File: config.mk
export PLATFORM = sky130hd
export DESIGN_NAME = tlb_page_table_cache_lookup_top_flat
export DESIGN_NICKNAME = d
export VERILOG_FILES = /design/src/design/tpc_pkg.sv /design/src/design/tpc_if.sv /design/src/design/tpc_store.sv /design/src/design/tlb_page_table_cache_lookup_top.sv /design/src/flat_wrapper.sv
export SDC_FILE = /design/constraint.sdc
export NUM_CORES = 2
export LEC_CHECK = 0
export BUFFER_PORTS_ARGS = -buffer_cell sky130_fd_sc_hd__buf_2
export CAP_MARGIN = 20
export CELL_PAD_IN_SITES_DETAIL_PLACEMENT = 0
export CELL_PAD_IN_SITES_GLOBAL_PLACEMENT = 2
export CORE_MARGIN = 5
export CORE_UTILIZATION = 49
export DETAILED_ROUTE_END_ITERATION = 7
export GPL_TIMING_DRIVEN = 0
export PLACE_DENSITY_LB_ADDON = 0.1
export RECOVER_POWER = 25
export SKIP_LAST_GASP = 1
export SYNTH_ARGS = -nofsm -noshare
export SYNTH_HDL_FRONTEND = slang
export SYNTH_HIERARCHICAL = 1
export SYNTH_SLANG_ARGS = --single-unit
File: constraint.sdc
create_clock -name i_clk -period 12.33 [get_ports i_clk]
set_clock_uncertainty 0.2 [all_clocks]
set_input_delay 0 -clock i_clk [delete_from_list [all_inputs] [get_ports i_clk]]
set_output_delay 0 -clock i_clk [all_outputs]
set_load 0.005 [all_outputs]
File: src/design/tpc_pkg.sv
`timescale 1ns / 1ps
// Package for the TLB / page table / cache lookup block.
// Holds store sizes, action and status codes and the item and result structs.
package tpc_pkg;

    localparam int TLB_ENTRIES  = 8;
    localparam int PAGE_ENTRIES = 16;
    localparam int CACHE_LINES  = 16;

    localparam int ACTION_W = 2;
    localparam int SLOT_W   = 4;
    localparam int VA_W     = 12;
    localparam int TSET_W   = 2;
    localparam int TTAG_W   = 4;
    localparam int VPN_W    = 6;
    localparam int PPN_W    = 8;
    localparam int CIDX_W   = 4;
    localparam int LINE_W   = 32;
    localparam int BYTE_W   = 8;
    localparam int STATUS_W = 2;

    typedef enum logic [ACTION_W-1:0] {
        ACT_XLATE   = 2'd0,
        ACT_TLB_WR  = 2'd1,
        ACT_PAGE_WR = 2'd2,
        ACT_LINE_WR = 2'd3
    } t_action;

    typedef enum logic [STATUS_W-1:0] {
        ST_DONE    = 2'd0,
        ST_TLB_HIT = 2'd1,
        ST_PT_HIT  = 2'd2,
        ST_MISS    = 2'd3
    } t_status;

    typedef struct packed {
        t_action           action;
        logic [SLOT_W-1:0] slot;
        logic [VA_W-1:0]   virtual_address;
        logic [TSET_W-1:0] tlb_set;
        logic [TTAG_W-1:0] tlb_tag;
        logic [VPN_W-1:0]  page_number;
        logic [PPN_W-1:0]  phys_page;
        logic [CIDX_W-1:0] cache_set;
        logic [LINE_W-1:0] line_bytes;
    } t_item;

    typedef struct packed {
        logic [BYTE_W-1:0] data_byte;
        t_status           status;
    } t_result;

endpackage

File: src/design/tpc_if.sv
`timescale 1ns / 1ps
// Valid/ready channel interfaces for the lookup block's request and result.
// Widths come from tpc_pkg.
interface tpc_in_if;
    logic                      valid;
    logic                      ready;
    logic [tpc_pkg::ACTION_W-1:0] action;
    logic [tpc_pkg::SLOT_W-1:0]   slot;
    logic [tpc_pkg::VA_W-1:0]     virtual_address;
    logic [tpc_pkg::TSET_W-1:0]   tlb_set;
    logic [tpc_pkg::TTAG_W-1:0]   tlb_tag;
    logic [tpc_pkg::VPN_W-1:0]    page_number;
    logic [tpc_pkg::PPN_W-1:0]    phys_page;
    logic [tpc_pkg::CIDX_W-1:0]   cache_set;
    logic [tpc_pkg::LINE_W-1:0]   line_bytes;

    modport source (output valid, action, slot, virtual_address, tlb_set, tlb_tag,
                    page_number, phys_page, cache_set, line_bytes, input ready);
    modport sink   (input valid, action, slot, virtual_address, tlb_set, tlb_tag,
                    page_number, phys_page, cache_set, line_bytes, output ready);
endinterface

interface tpc_out_if;
    logic                         valid;
    logic                         ready;
    logic [tpc_pkg::BYTE_W-1:0]   data_byte;
    logic [tpc_pkg::STATUS_W-1:0] status;

    modport source (output valid, data_byte, status, input ready);
    modport sink   (input valid, data_byte, status, output ready);
endinterface

File: src/design/tpc_store.sv
`timescale 1ns / 1ps
// TLB, page table and cache line stores with their associative lookup.
// Depends on tpc_pkg; writes land on the clock edge, lookup is combinational.
module tpc_store (
    input  logic             i_clk,
    input  logic             i_rst_n,
    input  logic             i_wr_en,
    input  tpc_pkg::t_item   i_item,
    output tpc_pkg::t_result o_res
);
    import tpc_pkg::*;

    logic              r_tlb_vld [TLB_ENTRIES];
    logic [TSET_W-1:0] r_tlb_set [TLB_ENTRIES];
    logic [TTAG_W-1:0] r_tlb_tag [TLB_ENTRIES];
    logic [PPN_W-1:0]  r_tlb_ppn [TLB_ENTRIES];

    logic              r_pg_vld [PAGE_ENTRIES];
    logic [VPN_W-1:0]  r_pg_vpn [PAGE_ENTRIES];
    logic [PPN_W-1:0]  r_pg_ppn [PAGE_ENTRIES];

    logic              r_ln_vld   [CACHE_LINES];
    logic [CIDX_W-1:0] r_ln_idx   [CACHE_LINES];
    logic [PPN_W-1:0]  r_ln_tag   [CACHE_LINES];
    logic [LINE_W-1:0] r_ln_bytes [CACHE_LINES];

    logic              w_tlb_wr;
    logic              w_pg_wr;
    logic              w_ln_wr;
    logic [VPN_W-1:0]  w_vpn;
    logic [CIDX_W-1:0] w_cidx;
    logic [1:0]        w_sel;
    logic              w_tlb_hit;
    logic [PPN_W-1:0]  w_tlb_ppn;
    logic              w_pg_hit;
    logic [PPN_W-1:0]  w_pg_ppn;
    logic [PPN_W-1:0]  w_ppn;
    logic              w_ln_hit;
    logic [LINE_W-1:0] w_ln_bytes;
    logic [BYTE_W-1:0] w_byte;

    assign w_tlb_wr = i_wr_en && (i_item.action == ACT_TLB_WR);
    assign w_pg_wr  = i_wr_en && (i_item.action == ACT_PAGE_WR);
    assign w_ln_wr  = i_wr_en && (i_item.action == ACT_LINE_WR);

    always_ff @(posedge i_clk) begin
        for (int k = 0; k < TLB_ENTRIES; k++) begin
            if (!i_rst_n) begin
                r_tlb_vld[k] <= 1'b0;
            end else if (w_tlb_wr && (int'(i_item.slot[2:0]) == k)) begin
                r_tlb_vld[k] <= 1'b1;
            end
        end
        for (int k = 0; k < PAGE_ENTRIES; k++) begin
            if (!i_rst_n) begin
                r_pg_vld[k] <= 1'b0;
            end else if (w_pg_wr && (int'(i_item.slot) == k)) begin
                r_pg_vld[k] <= 1'b1;
            end
        end
        for (int k = 0; k < CACHE_LINES; k++) begin
            if (!i_rst_n) begin
                r_ln_vld[k] <= 1'b0;
            end else if (w_ln_wr && (int'(i_item.slot) == k)) begin
                r_ln_vld[k] <= 1'b1;
            end
        end
    end

    always_ff @(posedge i_clk) begin
        for (int k = 0; k < TLB_ENTRIES; k++) begin
            if (w_tlb_wr && (int'(i_item.slot[2:0]) == k)) begin
                r_tlb_set[k] <= i_item.tlb_set;
                r_tlb_tag[k] <= i_item.tlb_tag;
                r_tlb_ppn[k] <= i_item.phys_page;
            end
        end
        for (int k = 0; k < PAGE_ENTRIES; k++) begin
            if (w_pg_wr && (int'(i_item.slot) == k)) begin
                r_pg_vpn[k] <= i_item.page_number;
                r_pg_ppn[k] <= i_item.phys_page;
            end
        end
        for (int k = 0; k < CACHE_LINES; k++) begin
            if (w_ln_wr && (int'(i_item.slot) == k)) begin
                r_ln_tag[k]   <= i_item.phys_page;
                r_ln_idx[k]   <= i_item.cache_set;
                r_ln_bytes[k] <= i_item.line_bytes;
            end
        end
    end

    assign w_vpn  = i_item.virtual_address[11:6];
    assign w_cidx = i_item.virtual_address[5:2];
    assign w_sel  = i_item.virtual_address[1:0];

    // scan high to low so the lowest matching entry wins
    always_comb begin
        w_tlb_hit = 1'b0;
        w_tlb_ppn = '0;
        for (int k = TLB_ENTRIES - 1; k >= 0; k--) begin
            if (r_tlb_vld[k] && (r_tlb_tag[k] == i_item.virtual_address[11:8])
                    && (r_tlb_set[k] == i_item.virtual_address[7:6])) begin
                w_tlb_hit = 1'b1;
                w_tlb_ppn = r_tlb_ppn[k];
            end
        end
    end

    always_comb begin
        w_pg_hit = 1'b0;
        w_pg_ppn = '0;
        for (int k = PAGE_ENTRIES - 1; k >= 0; k--) begin
            if (r_pg_vld[k] && (r_pg_vpn[k] == w_vpn)) begin
                w_pg_hit = 1'b1;
                w_pg_ppn = r_pg_ppn[k];
            end
        end
    end

    assign w_ppn = w_tlb_hit ? w_tlb_ppn : w_pg_ppn;

    always_comb begin
        w_ln_hit   = 1'b0;
        w_ln_bytes = '0;
        for (int k = CACHE_LINES - 1; k >= 0; k--) begin
            if (r_ln_vld[k] && (r_ln_tag[k] == w_ppn) && (r_ln_idx[k] == w_cidx)) begin
                w_ln_hit   = 1'b1;
                w_ln_bytes = r_ln_bytes[k];
            end
        end
    end

    always_comb begin
        case (w_sel)
            2'd0:    w_byte = w_ln_bytes[7:0];
            2'd1:    w_byte = w_ln_bytes[15:8];
            2'd2:    w_byte = w_ln_bytes[23:16];
            2'd3:    w_byte = w_ln_bytes[31:24];
            default: w_byte = '0;
        endcase
    end

    always_comb begin
        o_res.data_byte = '0;
        o_res.status    = ST_DONE;
        if (i_item.action == ACT_XLATE) begin
            if ((w_tlb_hit || w_pg_hit) && w_ln_hit) begin
                o_res.data_byte = w_byte;
                o_res.status    = w_tlb_hit ? ST_TLB_HIT : ST_PT_HIT;
            end else begin
                o_res.status    = ST_MISS;
            end
        end
    end

endmodule

File: src/design/tlb_page_table_cache_lookup_top.sv
`timescale 1ns / 1ps
// Top level of the TLB / page table / cache lookup block.
// Depends on tpc_pkg, tpc_in_if, tpc_out_if and tpc_store.
//
// Usage:
//   i_in is a valid/ready request channel. Each transfer is either a write of
//   a TLB entry, a page entry or a cache line at a slot, or a translate of a
//   12-bit virtual address. o_out returns exactly one result per request:
//   data_byte and status (write done, hit via TLB, hit via page table, or
//   cannot be determined, where data_byte is zero).
//   The transfer loads the input register; the result register is loaded
//   from it once the output is free to advance, and lookup and store update
//   sit between the two registers.
//   Throughput: one request per cycle unless o_out.ready stalls; each request
//   uses the single lookup stage; a write is visible to the very next request.
//   Reset (i_rst_n low, synchronous) empties both pipeline registers and
//   clears every valid bit of the TLB, page table and cache lines.
//   When the receiver holds o_out.ready low, the result register holds and
//   the input register still takes one more request; after that i_in.ready
//   drops until the result is taken.
module tlb_page_table_cache_lookup_top (
    input  logic       i_clk,
    input  logic       i_rst_n,
    tpc_in_if.sink     i_in,
    tpc_out_if.source  o_out
);
    import tpc_pkg::*;

    logic    r_s1_vld;
    t_item   r_s1_item;
    logic    r_out_vld;
    t_result r_out_res;

    t_item   w_in_item;
    t_result w_res;
    logic    w_adv;
    logic    w_s1_go;
    logic    w_in_go;

    assign w_adv   = !r_out_vld || o_out.ready;
    assign w_s1_go = r_s1_vld && w_adv;
    assign w_in_go = i_in.valid && i_in.ready;

    assign i_in.ready = !r_s1_vld || w_adv;

    always_comb begin
        w_in_item.action          = t_action'(i_in.action);
        w_in_item.slot            = i_in.slot;
        w_in_item.virtual_address = i_in.virtual_address;
        w_in_item.tlb_set         = i_in.tlb_set;
        w_in_item.tlb_tag         = i_in.tlb_tag;
        w_in_item.page_number     = i_in.page_number;
        w_in_item.phys_page       = i_in.phys_page;
        w_in_item.cache_set       = i_in.cache_set;
        w_in_item.line_bytes      = i_in.line_bytes;
    end

    always_ff @(posedge i_clk) begin
        if (!i_rst_n) begin
            r_s1_vld  <= 1'b0;
            r_out_vld <= 1'b0;
        end else begin
            if (i_in.ready) begin
                r_s1_vld <= i_in.valid;
            end
            if (w_adv) begin
                r_out_vld <= r_s1_vld;
            end
        end
    end

    always_ff @(posedge i_clk) begin
        if (w_in_go) begin
            r_s1_item <= w_in_item;
        end
        if (w_s1_go) begin
            r_out_res <= w_res;
        end
    end

    tpc_store u_store (
        .i_clk   (i_clk),
        .i_rst_n (i_rst_n),
        .i_wr_en (w_s1_go),
        .i_item  (r_s1_item),
        .o_res   (w_res)
    );

    assign o_out.valid     = r_out_vld;
    assign o_out.data_byte = r_out_res.data_byte;
    assign o_out.status    = r_out_res.status;

    a_no_data_on_miss: assert property (@(posedge i_clk) disable iff (!i_rst_n)
        r_out_vld && ((r_out_res.status == ST_DONE) || (r_out_res.status == ST_MISS))
        |-> (r_out_res.data_byte == '0))
        else $error("nonzero data on write or miss result");

    a_s1_holds: assert property (@(posedge i_clk) disable iff (!i_rst_n)
        r_s1_vld && !w_adv |=> r_s1_vld && $stable(r_s1_item))
        else $error("stalled request lost from input register");

    a_out_from_s1: assert property (@(posedge i_clk) disable iff (!i_rst_n)
        $rose(r_out_vld) |-> $past(r_s1_vld))
        else $error("result appeared without a request");

    a_ready_when_free: assert property (@(posedge i_clk) disable iff (!i_rst_n)
        !r_s1_vld |-> i_in.ready)
        else $error("empty pipeline refused a request");

endmodule
File: src/flat_wrapper.sv
// flat-port wrapper written by rule: the top's interface ports become plain ports
module tlb_page_table_cache_lookup_top_flat import tpc_pkg::*;
  (i_clk, i_rst_n, i_in_valid, i_in_action, i_in_slot, i_in_virtual_address, i_in_tlb_set, i_in_tlb_tag, i_in_page_number, i_in_phys_page, i_in_cache_set, i_in_line_bytes, i_in_ready, o_out_valid, o_out_data_byte, o_out_status, o_out_ready);
  tpc_in_if i_in_i ();
  tpc_out_if o_out_i ();
  input  logic i_clk;
  input  logic i_rst_n;
  input wire logic [$bits(i_in_i.valid)-1:0] i_in_valid;
  input wire logic [$bits(i_in_i.action)-1:0] i_in_action;
  input wire logic [$bits(i_in_i.slot)-1:0] i_in_slot;
  input wire logic [$bits(i_in_i.virtual_address)-1:0] i_in_virtual_address;
  input wire logic [$bits(i_in_i.tlb_set)-1:0] i_in_tlb_set;
  input wire logic [$bits(i_in_i.tlb_tag)-1:0] i_in_tlb_tag;
  input wire logic [$bits(i_in_i.page_number)-1:0] i_in_page_number;
  input wire logic [$bits(i_in_i.phys_page)-1:0] i_in_phys_page;
  input wire logic [$bits(i_in_i.cache_set)-1:0] i_in_cache_set;
  input wire logic [$bits(i_in_i.line_bytes)-1:0] i_in_line_bytes;
  output wire logic [$bits(i_in_i.ready)-1:0] i_in_ready;
  output wire logic [$bits(o_out_i.valid)-1:0] o_out_valid;
  output wire logic [$bits(o_out_i.data_byte)-1:0] o_out_data_byte;
  output wire logic [$bits(o_out_i.status)-1:0] o_out_status;
  input wire logic [$bits(o_out_i.ready)-1:0] o_out_ready;
  assign i_in_i.valid = i_in_valid;
  assign i_in_i.action = i_in_action;
  assign i_in_i.slot = i_in_slot;
  assign i_in_i.virtual_address = i_in_virtual_address;
  assign i_in_i.tlb_set = i_in_tlb_set;
  assign i_in_i.tlb_tag = i_in_tlb_tag;
  assign i_in_i.page_number = i_in_page_number;
  assign i_in_i.phys_page = i_in_phys_page;
  assign i_in_i.cache_set = i_in_cache_set;
  assign i_in_i.line_bytes = i_in_line_bytes;
  assign i_in_ready = i_in_i.ready;
  assign o_out_valid = o_out_i.valid;
  assign o_out_data_byte = o_out_i.data_byte;
  assign o_out_status = o_out_i.status;
  assign o_out_i.ready = o_out_ready;
  tlb_page_table_cache_lookup_top u_core (.i_clk(i_clk), .i_rst_n(i_rst_n), .i_in(i_in_i), .o_out(o_out_i));
endmodule
-- Word level (Yosys, flattened, before mapping)
Memories as Yosys holds them, arrays and structs flattened.
Cells that the tools add are included.
- add/sub/neg operators: 0
- multiply operators: 0
- div/mod/pow operators: 0
- order comparisons: 0
- equal/unequal tests: 92
- shift operators: 0
- multiplexer cells: 573
- bitwise logic cells: 40
- reductions and logical operators: 216
- operators with widths (kind ; number):
    32-bit two-way mux ; 31
    8-bit two-way mux ; 62
    32-bit OR reduction ; 15
    4-bit two-way mux ; 97
    1-bit two-way mux ; 337
    8-bit OR reduction ; 37
    8-bit equality test ; 16
    1-bit logical AND ; 110
    4-bit equality test ; 24
    6-bit equality test ; 16
    6-bit two-way mux ; 15
    6-bit OR reduction ; 15
    4-bit OR reduction ; 22
    3-bit two-way mux ; 21
    1-bit OR ; 40
    4-bit equality test (second input constant) ; 8
    8-bit one-hot mux with 4 select lines ; 1
    2-bit two-way mux ; 9
    2-bit equality test ; 8
    4-bit by 3-bit equality test with 1-bit output (second input constant) ; 4
    2-bit OR reduction ; 7
    3-bit equality test (second input constant) ; 4
    2-bit equality test (second input constant) ; 4
    4-bit by 2-bit equality test with 1-bit output (second input constant) ; 2
    other kinds (10) ; 16
- register bits: 86
- latch bits: 0
- RAM bits: 1080
- ROM bits: 0
- output and inout port bits: 12
- word-level logic and storage cells: 945
- memories kept: 11
- memory list (name ; depth ; bits a word ; read ports ; clocked after Yosys merged registers in ; wr ports ; line ; source):
    u_core.u_store.r_ln_bytes ; 16 ; 32 ; 16 ; 0 ; 1 ; tpc_store.sv:25 ; logic [LINE_W-1:0] r_ln_bytes [CACHE_LINES];
    u_core.u_store.r_ln_tag ; 16 ; 8 ; 16 ; 0 ; 1 ; tpc_store.sv:24 ; logic [PPN_W-1:0] r_ln_tag [CACHE_LINES];
    u_core.u_store.r_pg_ppn ; 16 ; 8 ; 16 ; 0 ; 1 ; tpc_store.sv:20 ; logic [PPN_W-1:0] r_pg_ppn [PAGE_ENTRIES];
    u_core.u_store.r_pg_vpn ; 16 ; 6 ; 16 ; 0 ; 1 ; tpc_store.sv:19 ; logic [VPN_W-1:0] r_pg_vpn [PAGE_ENTRIES];
    u_core.u_store.r_ln_idx ; 16 ; 4 ; 16 ; 0 ; 1 ; tpc_store.sv:23 ; logic [CIDX_W-1:0] r_ln_idx [CACHE_LINES];
    u_core.u_store.r_tlb_ppn ; 8 ; 8 ; 8 ; 0 ; 1 ; tpc_store.sv:16 ; logic [PPN_W-1:0] r_tlb_ppn [TLB_ENTRIES];
    5 more memories ; -- ; -- ; -- ; -- ; -- ; -- ;

-- Longest topological paths before layout
- depth in word-level cells: 40
- mapped depth: 25
- gate-level depth less buffers: 16

-- Modules after synthesis
The synthesis kept the hierarchy.
- modules (own cells, without submodules) (module ; instances ; cells each ; area an instance (sq um)):
    tpc_store ; 1 ; 3549 ; 48241.3
    tlb_page_table_cache_lookup_top ; 1 ; 93 ; 2626.3

-- Worst setup path after synthesis
Ideal clock, no wire load.
- path kind: flip-flop to flip-flop
- start point: register u_core/r_s1_item[67] (netlist name)
- end point: register u_core.r_out_res (netlist bit u_core/o_out.data_byte[7]) (data pin)
- arrival: 4.928 ns
- required time: 11.874 ns
- path slack: 6.946 ns
- stages on the path, launching flop included: 21
- clock period less this slack: 5.384 ns
- cells stage by stage: edfxtp_1 -> buf_6 -> buf_6 -> xnor2_1 -> nand4_1 -> a311oi_4 -> a221oi_1 -> o32a_1 -> o311a_4 -> a211oi_4 -> buf_2 -> xnor2_1 -> nand4_1 -> or4_1 -> clkbuf_1 -> mux2i_1 -> nand3b_1 -> a2111oi_0 -> nor2_1 -> a21o_1 -> o211a_1
- word-level cells in the longest chain between the ends: 40
- RTL lines (what ; line ; source):
    start, declared ; tlb_page_table_cache_lookup_top.sv:30 ; t_item r_s1_item;
    start signal, assigned ; tlb_page_table_cache_lookup_top.sv:74 ; r_s1_item <= w_in_item;
    parallel branches: the longest is 40 deep, another holds 8-bit two-way mux ; -- ;
    end signal, assigned ; tlb_page_table_cache_lookup_top.sv:77 ; r_out_res <= w_res;
    end, declared ; tlb_page_table_cache_lookup_top.sv:32 ; t_result r_out_res;
Several ways; the timed one is not identified.
A chain may end at the register's enable or synchronous reset.

-- Final worst setup path
- start point: register u_core/r_s1_item[67] (netlist name)
- end point: register u_core.r_out_res (netlist bit u_core/o_out.data_byte[0]) (data pin)
Same word-level chain as after synthesis.

==> results.md <==
- Crit-path leading delay family: buffers and inverters
- Routed len/inst: 31.1 um
- Avg Cell Area, Syn: 14.0 um^2
- RR Endpoint: u_core/o_out.data_byte[0]
- Post-synthesis cell type count: 117
- Starting density of the core: 49.2%
- Vias in the first global route: 34,900
- Max-slew violation total from the final report: 0
- Clock power frac: ~43%
- Fraction of layout cells with a size suffix above 1: 13.4%
- Worst slew pin tran: 1.39 ns
- WS Path Type: flip-flop to flip-flop
- R2R Setup Slk: between 3 and 4 ns
- Area contributors post-synth: edfxtp_1 (69%), xnor2_1 (3.3%), nor2_1 (1.8%), nand2_1 (1.6%), xor2_1 (1.4%)
- Post-synth ARST share: 0%
- Leakage power: 19.8 nW
- Resize count post-CTS: 0
- Worst Setup Slack, final: slightly below 4 ns
- Status: finished, final reports clean
- Synth Flop Type: edfxtp_1
- DR iter-0 viols: 4,115
- Routed Antenna Nets: 0
- Number of synthesized flops with an enable pin: ~1,200
- # setup viols final: 0
- Die Wd: 332 um
- Setup_tns: 0 ns
- Count of max-cap constraint violations: 0
- Post-Place Setup Slack: around 3.9 ns
- VDD IR-drop max: 0.114 mV
- Comb pwr share: 4.6%
- CTS H-tree lvls: 4
- Switching share of power: between 20% and 30%
- Crit path launch type: flip-flop
- Largest net degree at the start of global routing: 32
- CP cell instances: buf_6 > xnor2_1 > nand4_1 > nor2_1 > nor4_2 > nand2_1 > buf_2 > o21a_1 > and2_1 > clkbuf_1 > a21boi_0 > o2111ai_1 > or4_1 > clkbuf_1 > buf_2 > clkbuf_1 > o21ai_0 > a311oi_1 > o221ai_1 > a21oi_1
- CP max FO: 10
- Clk_lat worst skew: 0.73 ns
- Int Power: 6.69 mW
- Fmax: 118 MHz
- Clock sink count: 1,166
- Worst setup EP type: flip-flop
- Cells after synthesis: about 3,600
- Routed WL: 174,000 um
- CP dominant cell by count: clkbuf_1
- Pwr/cell area: 142 nW/um^2
- IO Port Bufs: 89
- Worst Path Arrival: 8.77 ns
- Sequential share of power: 52.1%
- Die Y: 332 um
- Initial antenna violation count: 7
- Vias: 35,600
- Clock Path Buffers: 3
- Crit path depth: 20
- CTS tree: done
- Req. time, crit path: 12.65 ns
- Fin crit period: 8.45 ns
- Worst R2R Start: u_core/r_s1_item[67]
- CTS root buf: clkbuf_16
- IO Count: 90
- Crit path from: u_core/r_s1_item[67]
- Worst Hold Slack: 0.243 ns
- Type of the most critical hold path: input pin to flip-flop
- Drt pass-1 iters: 8
- Grt total ovfl: 0
- Final Hold Fails: 0
- FF-to-FF path depth: 20
- Critical Path End: u_core/o_out.data_byte[0]
- Psw: approximately 1.9 mW
- RSZ-0062 raised after global routing: no
- GP Congestion: 0.946
- Syn nets: 3,720
- Leading area contributor after synthesis: edfxtp_1
- Area growth syn-to-layout: 18.4%
- Buffers and inverters on the worst path: 6
- Share of the synthesized area in the top cell type: 68.5%
- GRT Total Usage: a little under a third
- Post-detail-place hpwl: 126,000 um
- Final period utilization: 68.5%
- Post-synthesis sequential area ratio: between 60% and 70%
- First-pass GRT wire length: around 250,000 um
- YS warnings: 6
- CTS buffer count: about 130
- Clk slew on worst S/H paths: 0.05 ns
- Slew margin rel.: 7.65%
- Slowest CP cell: nor2_1
- Fin nets: 4,194
- Syn Std Cell Area: 50,900 um^2
- Standard cell core area: approximately 100,000 um^2
- Filler cell count: 8,163
- Post-route DRC: 0
- Die area: between 100,000 and 150,000 um^2
- Row cnt: 118
- Vias per std cell: 6.37
- FF+latch count, synth: around 1,200
- Worst path max stage delay: 0.73 ns
[cells in the mapped netlist, types with 53 or more instances]
master       n
edfxtp_1  1161
nor2_1     239
nand2_1    215
xnor2_1    193
o21ai_0    131
nand3_1    119
nor3_1     113
a21oi_1    109
clkbuf_1   101
inv_1       84
xor2_1      83
o211ai_1    65
and3_1      62
a211oi_1    56
buf_2       53
[logic make-up after synthesis]
kind of cell / share of synthesized area [%]
AO/OA/AOI/OAI: 13.0
XOR/XNOR: 4.75
buffers and inverters: 2.55
flip-flops: 68.7
multiplexers: 0.344
AND/OR/NAND/NOR: 10.6
[placed cells by master, fill, tap and decap left out, types with 28 or more instances in the layout]
master         instances
a221oi_1              41
dlygate4sd3_1        155
nand3_1              119
clkbuf_16            138
xor2_1                83
clkbuf_1             136
nor4_1                32
o2111ai_1             37
clkinv_1              33
o21ai_0              131
buf_6                 33
nor3_1               113
a311oi_1              31
or3_1                 38
a21oi_1              108
xnor2_1              193
nand4_1               41
and3_1                62
buf_12                28
buf_2                143
a211oi_1              56
inv_1                 84
nand2_1              215
edfxtp_1            1161
o211ai_1              65
buf_4                 39
nor2_1               219
[per-layer routing]
metal / vias to the layer above / global-route usage (%) / part of all wire, %
li1: 15400 / - / -
met1: 18100 / 41.2 / 40
met2: 1801 / 49.7 / 47
met3: 374 / 5.27 / 7.7
met4: 6 / 15.0 / 5.6
met5: - / 0.347 / 0.047
[metrics by stage]
step / power, mW / instances / area [um^2] / util [%]
after floorplan: 4.69 / 3642 / 50900 / -
after detailed placement: 4.89 / 5199 / 54700 / 52.9
after global placement: 4.86 / 5111 / 53000 / 51.3
final: 8.54 / 5593 / 60200 / 58.3
after global routing: 8.79 / 5591 / 60200 / 58.3
after CTS: 8.60 / 5582 / 60300 / 58.3
[layout make-up]
type / instances / area, um^2 / share of cell area [%]
Antenna cell: 2 / 5.00 / 0.00831
Buffer: 192 / 976 / 1.62
Clock buffer: 165 / 3550 / 5.90
Clock inverter: 63 / 458 / 0.760
Inverter: 85 / 319 / 0.530
Multi-Input combinational cell: 2199 / 14800 / 24.7
Sequential cell: 1166 / 35000 / 58.1
Tap cell: 1380 / 1730 / 2.87
Timing Repair Buffer: 341 / 3370 / 5.60
[worst reg2reg max path, cell delays in order, from the launching register on]
cell and delay [ns]:
edfxtp_1 0.39, buf_6 0.16, xnor2_1 0.15, nand4_1 0.31, nor2_1 0.74, nor4_2 0.25, nand2_1 0.38, buf_2 0.36
o21a_1 0.61, and2_1 0.25, clkbuf_1 0.62, a21boi_0 0.20, o2111ai_1 0.22, or4_1 0.36, clkbuf_1 0.50, buf_2 0.46
clkbuf_1 0.59, o21ai_0 0.20, a311oi_1 0.43, o221ai_1 0.48, a21oi_1 0.38
[sequential cells by signal, summed over array words and instances (netlist names)]
| register | flops |
|---|---|
| u_core/o_out.status | 2 |
| u_core/o_out.valid | 1 |
| u_core/r_s1_item | 74 |
| u_core/u_store/r_tlb_set | 16 |
| u_core/u_store/r_pg_vpn | 96 |
| u_core/o_out.data_byte | 8 |
| u_core/u_store/r_ln_tag | 128 |
| u_core/u_store/r_pg_vld | 16 |
| u_core/u_store/r_tlb_tag | 32 |
| u_core/u_store/r_ln_bytes | 512 |
| u_core/u_store/r_tlb_ppn | 64 |
| u_core/r_s1_vld | 1 |
| u_core/u_store/r_ln_idx | 64 |
| u_core/u_store/r_ln_vld | 16 |
| u_core/u_store/r_pg_ppn | 128 |
| u_core/u_store/r_tlb_vld | 8 |
[worst min path at each step]
| stage | to | from | cells past startpoint |
|---|---|---|---|
| 3_5_place_dp | u_core/r_s1_item[72] | i_in_action[0] | 1 |
| 6_report | u_core/r_s1_item[70] | o_out_ready | 4 |
| 3_3_place_gp | u_core/r_s1_item[6] | i_in_line_bytes[6] | 1 |
| 4_1_cts | u_core/r_s1_item[73] | o_out_ready | 4 |
| 2_1_floorplan | u_core/r_s1_item[0] | i_in_line_bytes[0] | 0 |
| 5_1_grt | u_core/r_s1_item[70] | o_out_ready | 4 |
[power by group through the flow]
stage	Clock (mW)	Sequential, mW	Combinational (mW)
2_1_floorplan	0	4.51	0.181
3_5_place_dp	0	4.54	0.348
5_1_grt	3.93	4.46	0.407
6_report	3.70	4.46	0.390
3_3_place_gp	0	4.56	0.296
4_1_cts	3.75	4.46	0.386
[repair_timing]
item,4_1_cts,5_1_grt
endpoints found under the hold margin,235,0
hold buffers,155,0
setup buffers,0,0
Power figures use the tool's default switching activity.
